## src/rtl/gmtm_pkg.sv

```systemverilog
package gmtm_pkg;

  localparam int MAX_ROWS    = 16;
  localparam int MAX_COLS    = 8;
  localparam int STORE_DEPTH = MAX_ROWS * MAX_COLS;

  localparam int ADDR_W  = (STORE_DEPTH > 1) ? $clog2(STORE_DEPTH) : 1;
  localparam int CNT_W   = $clog2(STORE_DEPTH + 1);
  localparam int M_W     = $clog2(MAX_ROWS + 1);
  localparam int N_W     = $clog2(MAX_COLS + 1);
  localparam int IDX_W   = (MAX_COLS > 1) ? $clog2(MAX_COLS) : 1;

  localparam int ELEM_W     = 16;
  localparam int PROD_W     = 2 * ELEM_W;
  localparam int ACC_W      = 36;
  localparam int OUT_IDX_W  = 3;
  localparam int ROW_CFG_W  = 5;
  localparam int COL_CFG_W  = 4;
  localparam int CFG_DATA_W = 5;
  localparam int CFG_IDX_W  = 1;
  localparam int OUT_DATA_W = 48;

  localparam logic [ROW_CFG_W-1:0] ROW_COUNT_RESET = ROW_CFG_W'(16);
  localparam logic [COL_CFG_W-1:0] COL_COUNT_RESET = COL_CFG_W'(8);

  typedef enum logic [CFG_IDX_W-1:0] {
    CFG_ROW_COUNT = 1'b0,
    CFG_COL_COUNT = 1'b1
  } cfg_reg_e;

  typedef enum logic [1:0] {
    ST_LOAD,
    ST_RUN,
    ST_DRAIN
  } state_e;

  typedef struct packed {
    logic valid;
    logic first;
    logic last;
  } mac_tag_t;

endpackage

```

## src/rtl/gmtm_store.sv

```systemverilog
module gmtm_store
  import gmtm_pkg::*;
(
  input  logic              clk_i,
  input  logic              we_i,
  input  logic [ADDR_W-1:0] waddr_i,
  input  logic [ELEM_W-1:0] wdata_i,
  input  logic [ADDR_W-1:0] raddr_a_i,
  input  logic [ADDR_W-1:0] raddr_b_i,
  output logic [ELEM_W-1:0] rdata_a_o,
  output logic [ELEM_W-1:0] rdata_b_o
);

  logic [ELEM_W-1:0] mem_q [STORE_DEPTH];
  logic [ELEM_W-1:0] rdata_a_q;
  logic [ELEM_W-1:0] rdata_b_q;

  always_ff @(posedge clk_i) begin
    if (we_i) begin
      mem_q[waddr_i] <= wdata_i;
    end
  end

  always_ff @(posedge clk_i) begin
    rdata_a_q <= mem_q[raddr_a_i];
    rdata_b_q <= mem_q[raddr_b_i];
  end

  assign rdata_a_o = rdata_a_q;
  assign rdata_b_o = rdata_b_q;

endmodule

```

## src/rtl/gmtm_mac.sv

```systemverilog
module gmtm_mac
  import gmtm_pkg::*;
(
  input  logic              clk_i,
  input  logic              rst_ni,
  input  mac_tag_t          tag_i,
  input  logic [ELEM_W-1:0] a_i,
  input  logic [ELEM_W-1:0] b_i,
  input  logic              take_i,
  output logic              res_valid_o,
  output logic [ACC_W-1:0]  acc_o
);

  logic signed [PROD_W-1:0] prod_d;
  logic signed [PROD_W-1:0] prod_q;
  mac_tag_t                 tag_q;
  logic [ACC_W-1:0]         prod_ext;
  logic [ACC_W-1:0]         acc_d;
  logic [ACC_W-1:0]         acc_q;
  logic                     res_valid_d;
  logic                     res_valid_q;

  assign prod_d   = PROD_W'($signed(a_i)) * PROD_W'($signed(b_i));
  assign prod_ext = {{(ACC_W - PROD_W){prod_q[PROD_W-1]}}, prod_q};

  always_comb begin
    acc_d = acc_q;
    if (tag_q.valid) begin
      acc_d = tag_q.first ? prod_ext : acc_q + prod_ext;
    end
  end

  always_comb begin
    res_valid_d = res_valid_q;
    if (take_i) begin
      res_valid_d = 1'b0;
    end
    if (tag_q.valid && tag_q.last) begin
      res_valid_d = 1'b1;
    end
  end

  always_ff @(posedge clk_i) begin
    prod_q <= prod_d;
    acc_q  <= acc_d;
  end

  always_ff @(posedge clk_i or negedge rst_ni) begin
    if (!rst_ni) begin
      tag_q       <= '0;
      res_valid_q <= 1'b0;
    end else begin
      tag_q       <= tag_i;
      res_valid_q <= res_valid_d;
    end
  end

  assign res_valid_o = res_valid_q;
  assign acc_o       = acc_q;

endmodule

```

## src/rtl/gram_matrix_transpose_multiply.sv

```systemverilog
// Gram matrix A^T * A of a signed 16-bit m-by-n matrix A.
// Input stream: one element per transfer, row-major, tdata[15:0]; taken at one
// transfer per cycle while the block is loading. Config: write row_count (index 0)
// or col_count (index 1) through cfg_we_i only while the block is idle.
// After the m*n-th element the block stops taking input and computes the n*n
// entries in row-major order with one multiply-accumulate unit fed by two read
// ports of the element store. Each entry is built from m reads of the store;
// the read data, the product and the running sum are registered in turn before
// the finished sum is taken into the output register.
// Output stream: tdata = value[35:0], row[38:36], col[41:39]; tlast marks the
// entry (n-1, n-1). Loading of the next matrix starts once the last entry is in
// the output register, so that transfer can overlap new input.
// When the receiver stalls, the output register holds and the sequencer waits
// with the finished sum. Reset clears the element counter, the sequencer and
// the output valid flag and restores row_count 16 and col_count 8; the element
// store is not cleared and needs no clearing pass.
module gram_matrix_transpose_multiply
  import gmtm_pkg::*;
(
  input  logic                  clk_i,
  input  logic                  rst_ni,
  input  logic                  s_axis_tvalid,
  output logic                  s_axis_tready,
  input  logic [ELEM_W-1:0]     s_axis_tdata,   // [15:0] element
  output logic                  m_axis_tvalid,
  input  logic                  m_axis_tready,
  output logic [OUT_DATA_W-1:0] m_axis_tdata,   // [35:0] product_value, [38:36] out_row,
                                                // [41:39] out_col, [47:42] zero
  output logic                  m_axis_tlast,
  input  logic                  cfg_we_i,
  input  logic [CFG_IDX_W-1:0]  cfg_idx_i,
  input  logic [CFG_DATA_W-1:0] cfg_wdata_i
);

  state_e                 state_q, state_d;
  logic [ROW_CFG_W-1:0]   row_count_q;
  logic [COL_CFG_W-1:0]   col_count_q;
  logic [M_W-1:0]         m_w;
  logic [N_W-1:0]         n_w;
  logic [M_W-1:0]         m_last;
  logic [IDX_W-1:0]       n_last;
  logic [M_W+N_W-1:0]     total;

  logic [ADDR_W-1:0]      cnt_q, cnt_d;
  logic [CNT_W-1:0]       cnt_inc;
  logic [M_W-1:0]         k_q, k_d;
  logic [ADDR_W-1:0]      base_q, base_d;
  logic [IDX_W-1:0]       i_q, i_d;
  logic [IDX_W-1:0]       j_q, j_d;

  logic                   in_fire;
  logic                   load_done;
  logic                   entry_last;
  logic                   take;
  mac_tag_t               issue_tag;
  mac_tag_t               tag_q;

  logic [ELEM_W-1:0]      rdata_a;
  logic [ELEM_W-1:0]      rdata_b;
  logic                   res_valid;
  logic [ACC_W-1:0]       acc;

  logic                   out_valid_q;
  logic [ACC_W-1:0]       out_value_q;
  logic [OUT_IDX_W-1:0]   out_row_q;
  logic [OUT_IDX_W-1:0]   out_col_q;
  logic                   out_last_q;

  // clamp registers to their legal ranges
  always_comb begin
    if (row_count_q == '0) begin
      m_w = M_W'(1);
    end else if (32'(row_count_q) > MAX_ROWS) begin
      m_w = M_W'(MAX_ROWS);
    end else begin
      m_w = M_W'(row_count_q);
    end
    if (col_count_q == '0) begin
      n_w = N_W'(1);
    end else if (32'(col_count_q) > MAX_COLS) begin
      n_w = N_W'(MAX_COLS);
    end else begin
      n_w = N_W'(col_count_q);
    end
  end

  assign total      = (M_W+N_W)'(m_w) * (M_W+N_W)'(n_w);
  assign m_last     = m_w - M_W'(1);
  assign n_last     = IDX_W'(n_w - N_W'(1));
  assign cnt_inc    = CNT_W'(cnt_q) + CNT_W'(1);
  assign in_fire    = s_axis_tvalid && s_axis_tready;
  assign load_done  = (32'(cnt_inc) >= 32'(total));
  assign entry_last = (i_q == n_last) && (j_q == n_last);

  always_ff @(posedge clk_i or negedge rst_ni) begin
    if (!rst_ni) begin
      row_count_q <= ROW_COUNT_RESET;
      col_count_q <= COL_COUNT_RESET;
    end else if (cfg_we_i) begin
      unique case (cfg_reg_e'(cfg_idx_i))
        CFG_ROW_COUNT: row_count_q <= cfg_wdata_i[ROW_CFG_W-1:0];
        CFG_COL_COUNT: col_count_q <= cfg_wdata_i[COL_CFG_W-1:0];
      endcase
    end
  end

  always_comb begin
    state_d = state_q;
    unique case (state_q)
      ST_LOAD: begin
        if (in_fire && load_done) state_d = ST_RUN;
      end
      ST_RUN: begin
        if (k_q == m_last) state_d = ST_DRAIN;
      end
      ST_DRAIN: begin
        if (take) state_d = entry_last ? ST_LOAD : ST_RUN;
      end
      default: state_d = ST_LOAD;
    endcase
  end

  always_comb begin
    s_axis_tready = 1'b0;
    issue_tag     = '0;
    take          = 1'b0;
    unique case (state_q)
      ST_LOAD: begin
        s_axis_tready = 1'b1;
      end
      ST_RUN: begin
        issue_tag.valid = 1'b1;
        issue_tag.first = (k_q == '0);
        issue_tag.last  = (k_q == m_last);
      end
      ST_DRAIN: begin
        take = res_valid && (!out_valid_q || m_axis_tready);
      end
      default: begin
        s_axis_tready = 1'b0;
      end
    endcase
  end

  // sequencer counters
  always_comb begin
    cnt_d  = cnt_q;
    k_d    = k_q;
    base_d = base_q;
    i_d    = i_q;
    j_d    = j_q;
    if (in_fire) begin
      cnt_d  = load_done ? '0 : cnt_inc[ADDR_W-1:0];
      k_d    = '0;
      base_d = '0;
      i_d    = '0;
      j_d    = '0;
    end
    if (issue_tag.valid && !issue_tag.last) begin
      k_d    = k_q + M_W'(1);
      base_d = base_q + ADDR_W'(n_w);
    end
    if (take) begin
      k_d    = '0;
      base_d = '0;
      if (j_q == n_last) begin
        j_d = '0;
        i_d = i_q + IDX_W'(1);
      end else begin
        j_d = j_q + IDX_W'(1);
      end
    end
  end

  always_ff @(posedge clk_i or negedge rst_ni) begin
    if (!rst_ni) begin
      state_q <= ST_LOAD;
      cnt_q   <= '0;
      k_q     <= '0;
      base_q  <= '0;
      i_q     <= '0;
      j_q     <= '0;
      tag_q   <= '0;
    end else begin
      state_q <= state_d;
      cnt_q   <= cnt_d;
      k_q     <= k_d;
      base_q  <= base_d;
      i_q     <= i_d;
      j_q     <= j_d;
      tag_q   <= issue_tag;
    end
  end

  gmtm_store u_store (
    .clk_i     (clk_i),
    .we_i      (in_fire),
    .waddr_i   (cnt_q),
    .wdata_i   (s_axis_tdata),
    .raddr_a_i (base_q + ADDR_W'(i_q)),
    .raddr_b_i (base_q + ADDR_W'(j_q)),
    .rdata_a_o (rdata_a),
    .rdata_b_o (rdata_b)
  );

  gmtm_mac u_mac (
    .clk_i       (clk_i),
    .rst_ni      (rst_ni),
    .tag_i       (tag_q),
    .a_i         (rdata_a),
    .b_i         (rdata_b),
    .take_i      (take),
    .res_valid_o (res_valid),
    .acc_o       (acc)
  );

  always_ff @(posedge clk_i or negedge rst_ni) begin
    if (!rst_ni) begin
      out_valid_q <= 1'b0;
    end else if (take) begin
      out_valid_q <= 1'b1;
    end else if (m_axis_tready) begin
      out_valid_q <= 1'b0;
    end
  end

  always_ff @(posedge clk_i) begin
    if (take) begin
      out_value_q <= acc;
      out_row_q   <= OUT_IDX_W'(i_q);
      out_col_q   <= OUT_IDX_W'(j_q);
      out_last_q  <= entry_last;
    end
  end

  assign m_axis_tvalid = out_valid_q;
  assign m_axis_tdata  = {{(OUT_DATA_W - ACC_W - 2 * OUT_IDX_W){1'b0}},
                          out_col_q, out_row_q, out_value_q};
  assign m_axis_tlast  = out_last_q;

endmodule

```

## config.mk

```make
export PLATFORM = sky130hd
export DESIGN_NAME = gram_matrix_transpose_multiply
export DESIGN_NICKNAME = d
export VERILOG_FILES = /design/src/rtl/gmtm_pkg.sv /design/src/rtl/gmtm_store.sv /design/src/rtl/gmtm_mac.sv /design/src/rtl/gram_matrix_transpose_multiply.sv
export SDC_FILE = /design/constraint.sdc
export NUM_CORES = 2
export LEC_CHECK = 0
export BUFFER_PORTS_ARGS = -buffer_cell sky130_fd_sc_hd__buf_2
export CAP_MARGIN = 20
export CORE_UTILIZATION = 58
export DETAILED_ROUTE_END_ITERATION = 8
export PLACE_DENSITY_LB_ADDON = 0.12
export SYNTH_ARGS = -nofsm -noshare
export SYNTH_HDL_FRONTEND = slang
export SYNTH_HIERARCHICAL = 1
export SYNTH_SLANG_ARGS = --single-unit
export TNS_END_PERCENT = 50
```

## constraint.sdc

```tcl
create_clock -name clk_i -period 5.7 [get_ports clk_i]
set_input_delay 1.14 -clock clk_i [delete_from_list [all_inputs] [get_ports clk_i]]
set_output_delay 1.14 -clock clk_i [all_outputs]
set_load 0.005 [all_outputs]
```

==> flow_metrics.py <==
metrics = {
    "timing": {
        "maxSlewViolCount": 0,
        "period_needed_ps": 5900,
        "rsz0062_at_grt": "yes",
        "tightest_slew_ps": 1200,
        "setup_violations": 8,
        "skew_ps": 57.8,
        "setup_ws_ps": -203,
        "max_freq_ghz": 0.169,
        "finalCritPeriodShare": 1.04,
        "slew_headroom": 0.197,
        "hold_viol": 0,
    },
    "worst_setup_path": {
        "critPathCaptureType": "flop",
        "cp-start-kind": "flop",
        "critical_path_class": "reg -> reg",
        "cp_max_fo": 6,
        "arrival_ps": 6650,
        "cp.required_ps": 6450,
        "reg2reg_to": "u_mac/prod_q[26]",
        "crit_start": "u_store/rdata_a_o[4]",
        "cp-endpoint": "u_mac/prod_q[26]",
        "reg2reg_from": "u_store/rdata_a_o[4]",
        "reg2regPathDepth": 21,
        "r2r_setup_slack_ps": -200,
    },
    "yosys": {
        "synth.avg_cell_area_um2": 19.4,
        "synthXorXnorAreaFrac": 0.00708,
        "ys_seq_area_frac": 0.585,
        "synthTopCellsByArea": "edfxtp_1, mux4_2, fa_1",
        "synth-seq-cells": 2235,
        "synthMuxAreaShare": 0.272,
        "synth_top_family_by_area": "multiplexers",
        "netlist_instances": 5844,
        "synth_top_area_frac": 0.564,
        "synth_edf_count": 2127,
        "synth-simple-area-share": 0.0285,
        "synthAdderAreaFrac": 0.0652,
        "netlist_area_mm2": 0.113,
        "synth_compound_area_frac": 0.0152,
        "async_flop_share": 0.0197,
        "yosys_warnings": 6,
        "synth_flop_cell": "edfxtp_1",
        "synth_top_area_cell": "edfxtp_1",
        "yosysUniqueCellTypes": 71,
    },
    "place": {
        "gp_congestion": 0.874,
        "dp_cells": 8467,
        "hpwl_um": 195000,
        "dp_slack_ps": -434,
        "io_buffers": 71,
    },
    "cts": {
        "clockBufferDepth": 3,
        "cts_buffers": 224,
        "clock-sinks": 2235,
        "cts_root_buf": "clkbuf_16",
        "cts_tree": "done",
        "clkTransAtPathRegs_ps": 60,
        "insertion_delay_ps": 880,
        "hold_buffers": 0,
        "cts_max_level": 4,
    },
    "cells_and_area": {
        "multiInputGateArea_mm2": 0.0449,
        "seqCellArea_mm2": 0.0663,
        "final_util": 0.658,
        "instances_no_fill": 8907,
        "fin_nets": 6645,
        "area_growth_pct": 12.2,
        "fillers": 12639,
        "drive_gt1_frac": 0.384,
    },
    "detailed_routing": {
        "firstDrtPassIters": 5,
        "vias": 62488,
        "wl_met3_um": 37200,
        "dr_wl_met2_um": 147000,
        "drt_iter0_drc": 7923,
        "viasPerCell": 7.02,
        "postRouteWirelength_um": 313000,
        "antenna_left": 0,
        "highest_layer": "met5",
        "drc_errors": 0,
        "avgRoutedWirePerCell_um": 35.1,
        "met1Wirelength_um": 115000,
    },
    "floorplanning": {
        "die_h_um": 444,
        "io_pins": 78,
        "num_rows": 161,
        "start_util": 0.586,
        "design.die.area_mm2": 0.197,
        "core-area_mm2": 0.193,
        "die_w_um": 444,
    },
    "grt": {
        "grtUsageTotal": 0.324,
        "first_global_vias": 63788,
        "grt_pass1_wl_um": 452000,
        "antenna_found_initial": 23,
        "grt-ovfl-total": 0,
        "grt_max_degree": 89,
    },
    "worst_hold_path": {
        "hp-class": "in -> async",
    },
    "status": {
        "status": "complete, but fails checks",
        "violations": "setup timing",
    },
    "job": {
        "cap_violations": 0,
    },
}
-- kinds of logic after synthesis --
family                   count (synthesis)
AO/OA/AOI/OAI                          258
multiplexers                          1396
flip-flops                            2235
buffers and inverters                  757
AND/OR/NAND/NOR                        680
other                                    1
XOR/XNOR                                90
adder cells (fa/ha/maj)                427
-- synthesized netlist by cell type, types with 15 or more instances --
master and number:
buf_1 44, buf_2 111, and2_1 127, mux2_2 43
xnor2_1 65, ha_1 155, nand4_1 15, nor2b_1 20
dfrtp_1 42, nand3_1 38, a21o_1 37, nand2b_1 23
nor3_1 26, o21ai_1 16, inv_1 388, nor2_1 182
mux4_2 1344, nand2_1 208, o21ai_0 64, clkbuf_1 204
a21oi_1 54, xor2_1 24, dfxtp_1 64, edfxtp_1 2127
fa_1 272
-- cells in the final DEF (no fill, tap or decap), types with 11 or more instances in the layout --
cell type,Yosys,layout
a21o_1,37,37
a21oi_1,54,48
and2_1,127,109
and2_4,0,18
buf_12,0,53
buf_2,111,55
buf_4,6,363
buf_6,3,12
bufinv_16,0,16
clkbuf_1,204,47
clkbuf_16,0,225
clkinv_1,1,55
clkinv_2,0,44
dfrtp_1,42,41
dfxtp_1,64,46
edfxtp_1,2127,2127
fa_1,272,264
ha_1,155,140
ha_4,0,15
inv_1,388,366
inv_2,0,20
mux2_2,43,43
mux4_2,1344,1344
nand2_1,208,206
nand2b_1,23,23
nand3_1,38,37
nand4_1,15,15
nor2_1,182,62
nor2_2,0,115
nor2b_1,20,19
nor3_1,26,14
nor3_2,0,11
o21a_1,11,11
o21ai_0,64,60
o21ai_1,16,17
o31ai_1,11,11
xnor2_1,65,55
xor2_1,24,23
-- cell type report --
cell class | count | share of cell area
Antenna cell | 4 | 0.0000788
Clock buffer | 272 | 0.0457
Clock inverter | 140 | 0.00990
Inverter | 389 | 0.0116
Multi-Input combinational cell | 2857 | 0.353
Sequential cell | 2235 | 0.522
Tap cell | 2526 | 0.0249
Timing Repair Buffer | 484 | 0.0331
-- per-stage QoR --
| step | setup TNS [ps] | hold WS [ps] | instance area [um^2] |
|---|---|---|---|
| after floorplan | -15.1 | 331 | 113000 |
| after global placement | -1730 | 334 | 119000 |
| after detailed placement | -2680 | 336 | 119000 |
| after CTS | -1940 | 326 | 127000 |
| after global routing | -3040 | 361 | 127000 |
| final | -961 | 346 | 127000 |
-- repair_timing --
action                     4_1_cts  5_1_grt
setup buffers                   20       11
gates resized for setup         69       55
pin swaps                       65       41
setup endpoints to repair       12       14
-- flip-flops by register name (all words and copies together) (netlist names) --
signal and cells:
base_q 7, cnt_q 7, col_count_q 4, i_q 3, j_q 3, k_q 5
m_axis_tlast 1, m_axis_tvalid 1, out_col_q 3, out_row_q 3, out_value_q 36, row_count_q 5
state_q 2, tag_q 3, u_mac/acc_o 36, u_mac/prod_q 32, u_mac/res_valid_o 1, u_mac/tag_q 3
u_store/mem_q 2048, u_store/rdata_a_o 16, u_store/rdata_b_o 16
-- critical path, stage by stage, from the launching register on --
cell      delay [ps]
dfxtp_4          360
buf_8            130
and2_4           140
fa_1             550
inv_2             40
fa_1             520
inv_2             40
fa_1             600
fa_1             450
fa_1             530
inv_2             40
fa_1             540
inv_2             50
ha_4             170
o41ai_4          350
buf_4            180
a31oi_4          110
a211oi_4         340
buf_4            180
o21ai_4           50
o41ai_2          260
xnor2_1          160
-- worst min path at each step --
| stage | end | slack [ps] | depth (start not counted) |
|---|---|---|---|
| global placement | u_mac/tag_q[2] | 330 | 0 |
| finish | row_count_q[3] | 350 | 2 |
| CTS | row_count_q[3] | 330 | 2 |
| detailed placement | u_mac/tag_q[2] | 340 | 0 |
| floorplan | u_mac/tag_q[0] | 330 | 0 |
| global route | u_mac/tag_q[1] | 360 | 0 |
-- routing by layer --
metal	vias to the layer above	GRT usage
met5	-	0
met4	10	0.126
met3	591	0.0804
met2	3834	0.496
met1	33386	0.456
li1	24667	-
Power is not shown: default switching activity piles up to over one toggle a cycle in this logic, so the estimate is an artifact.
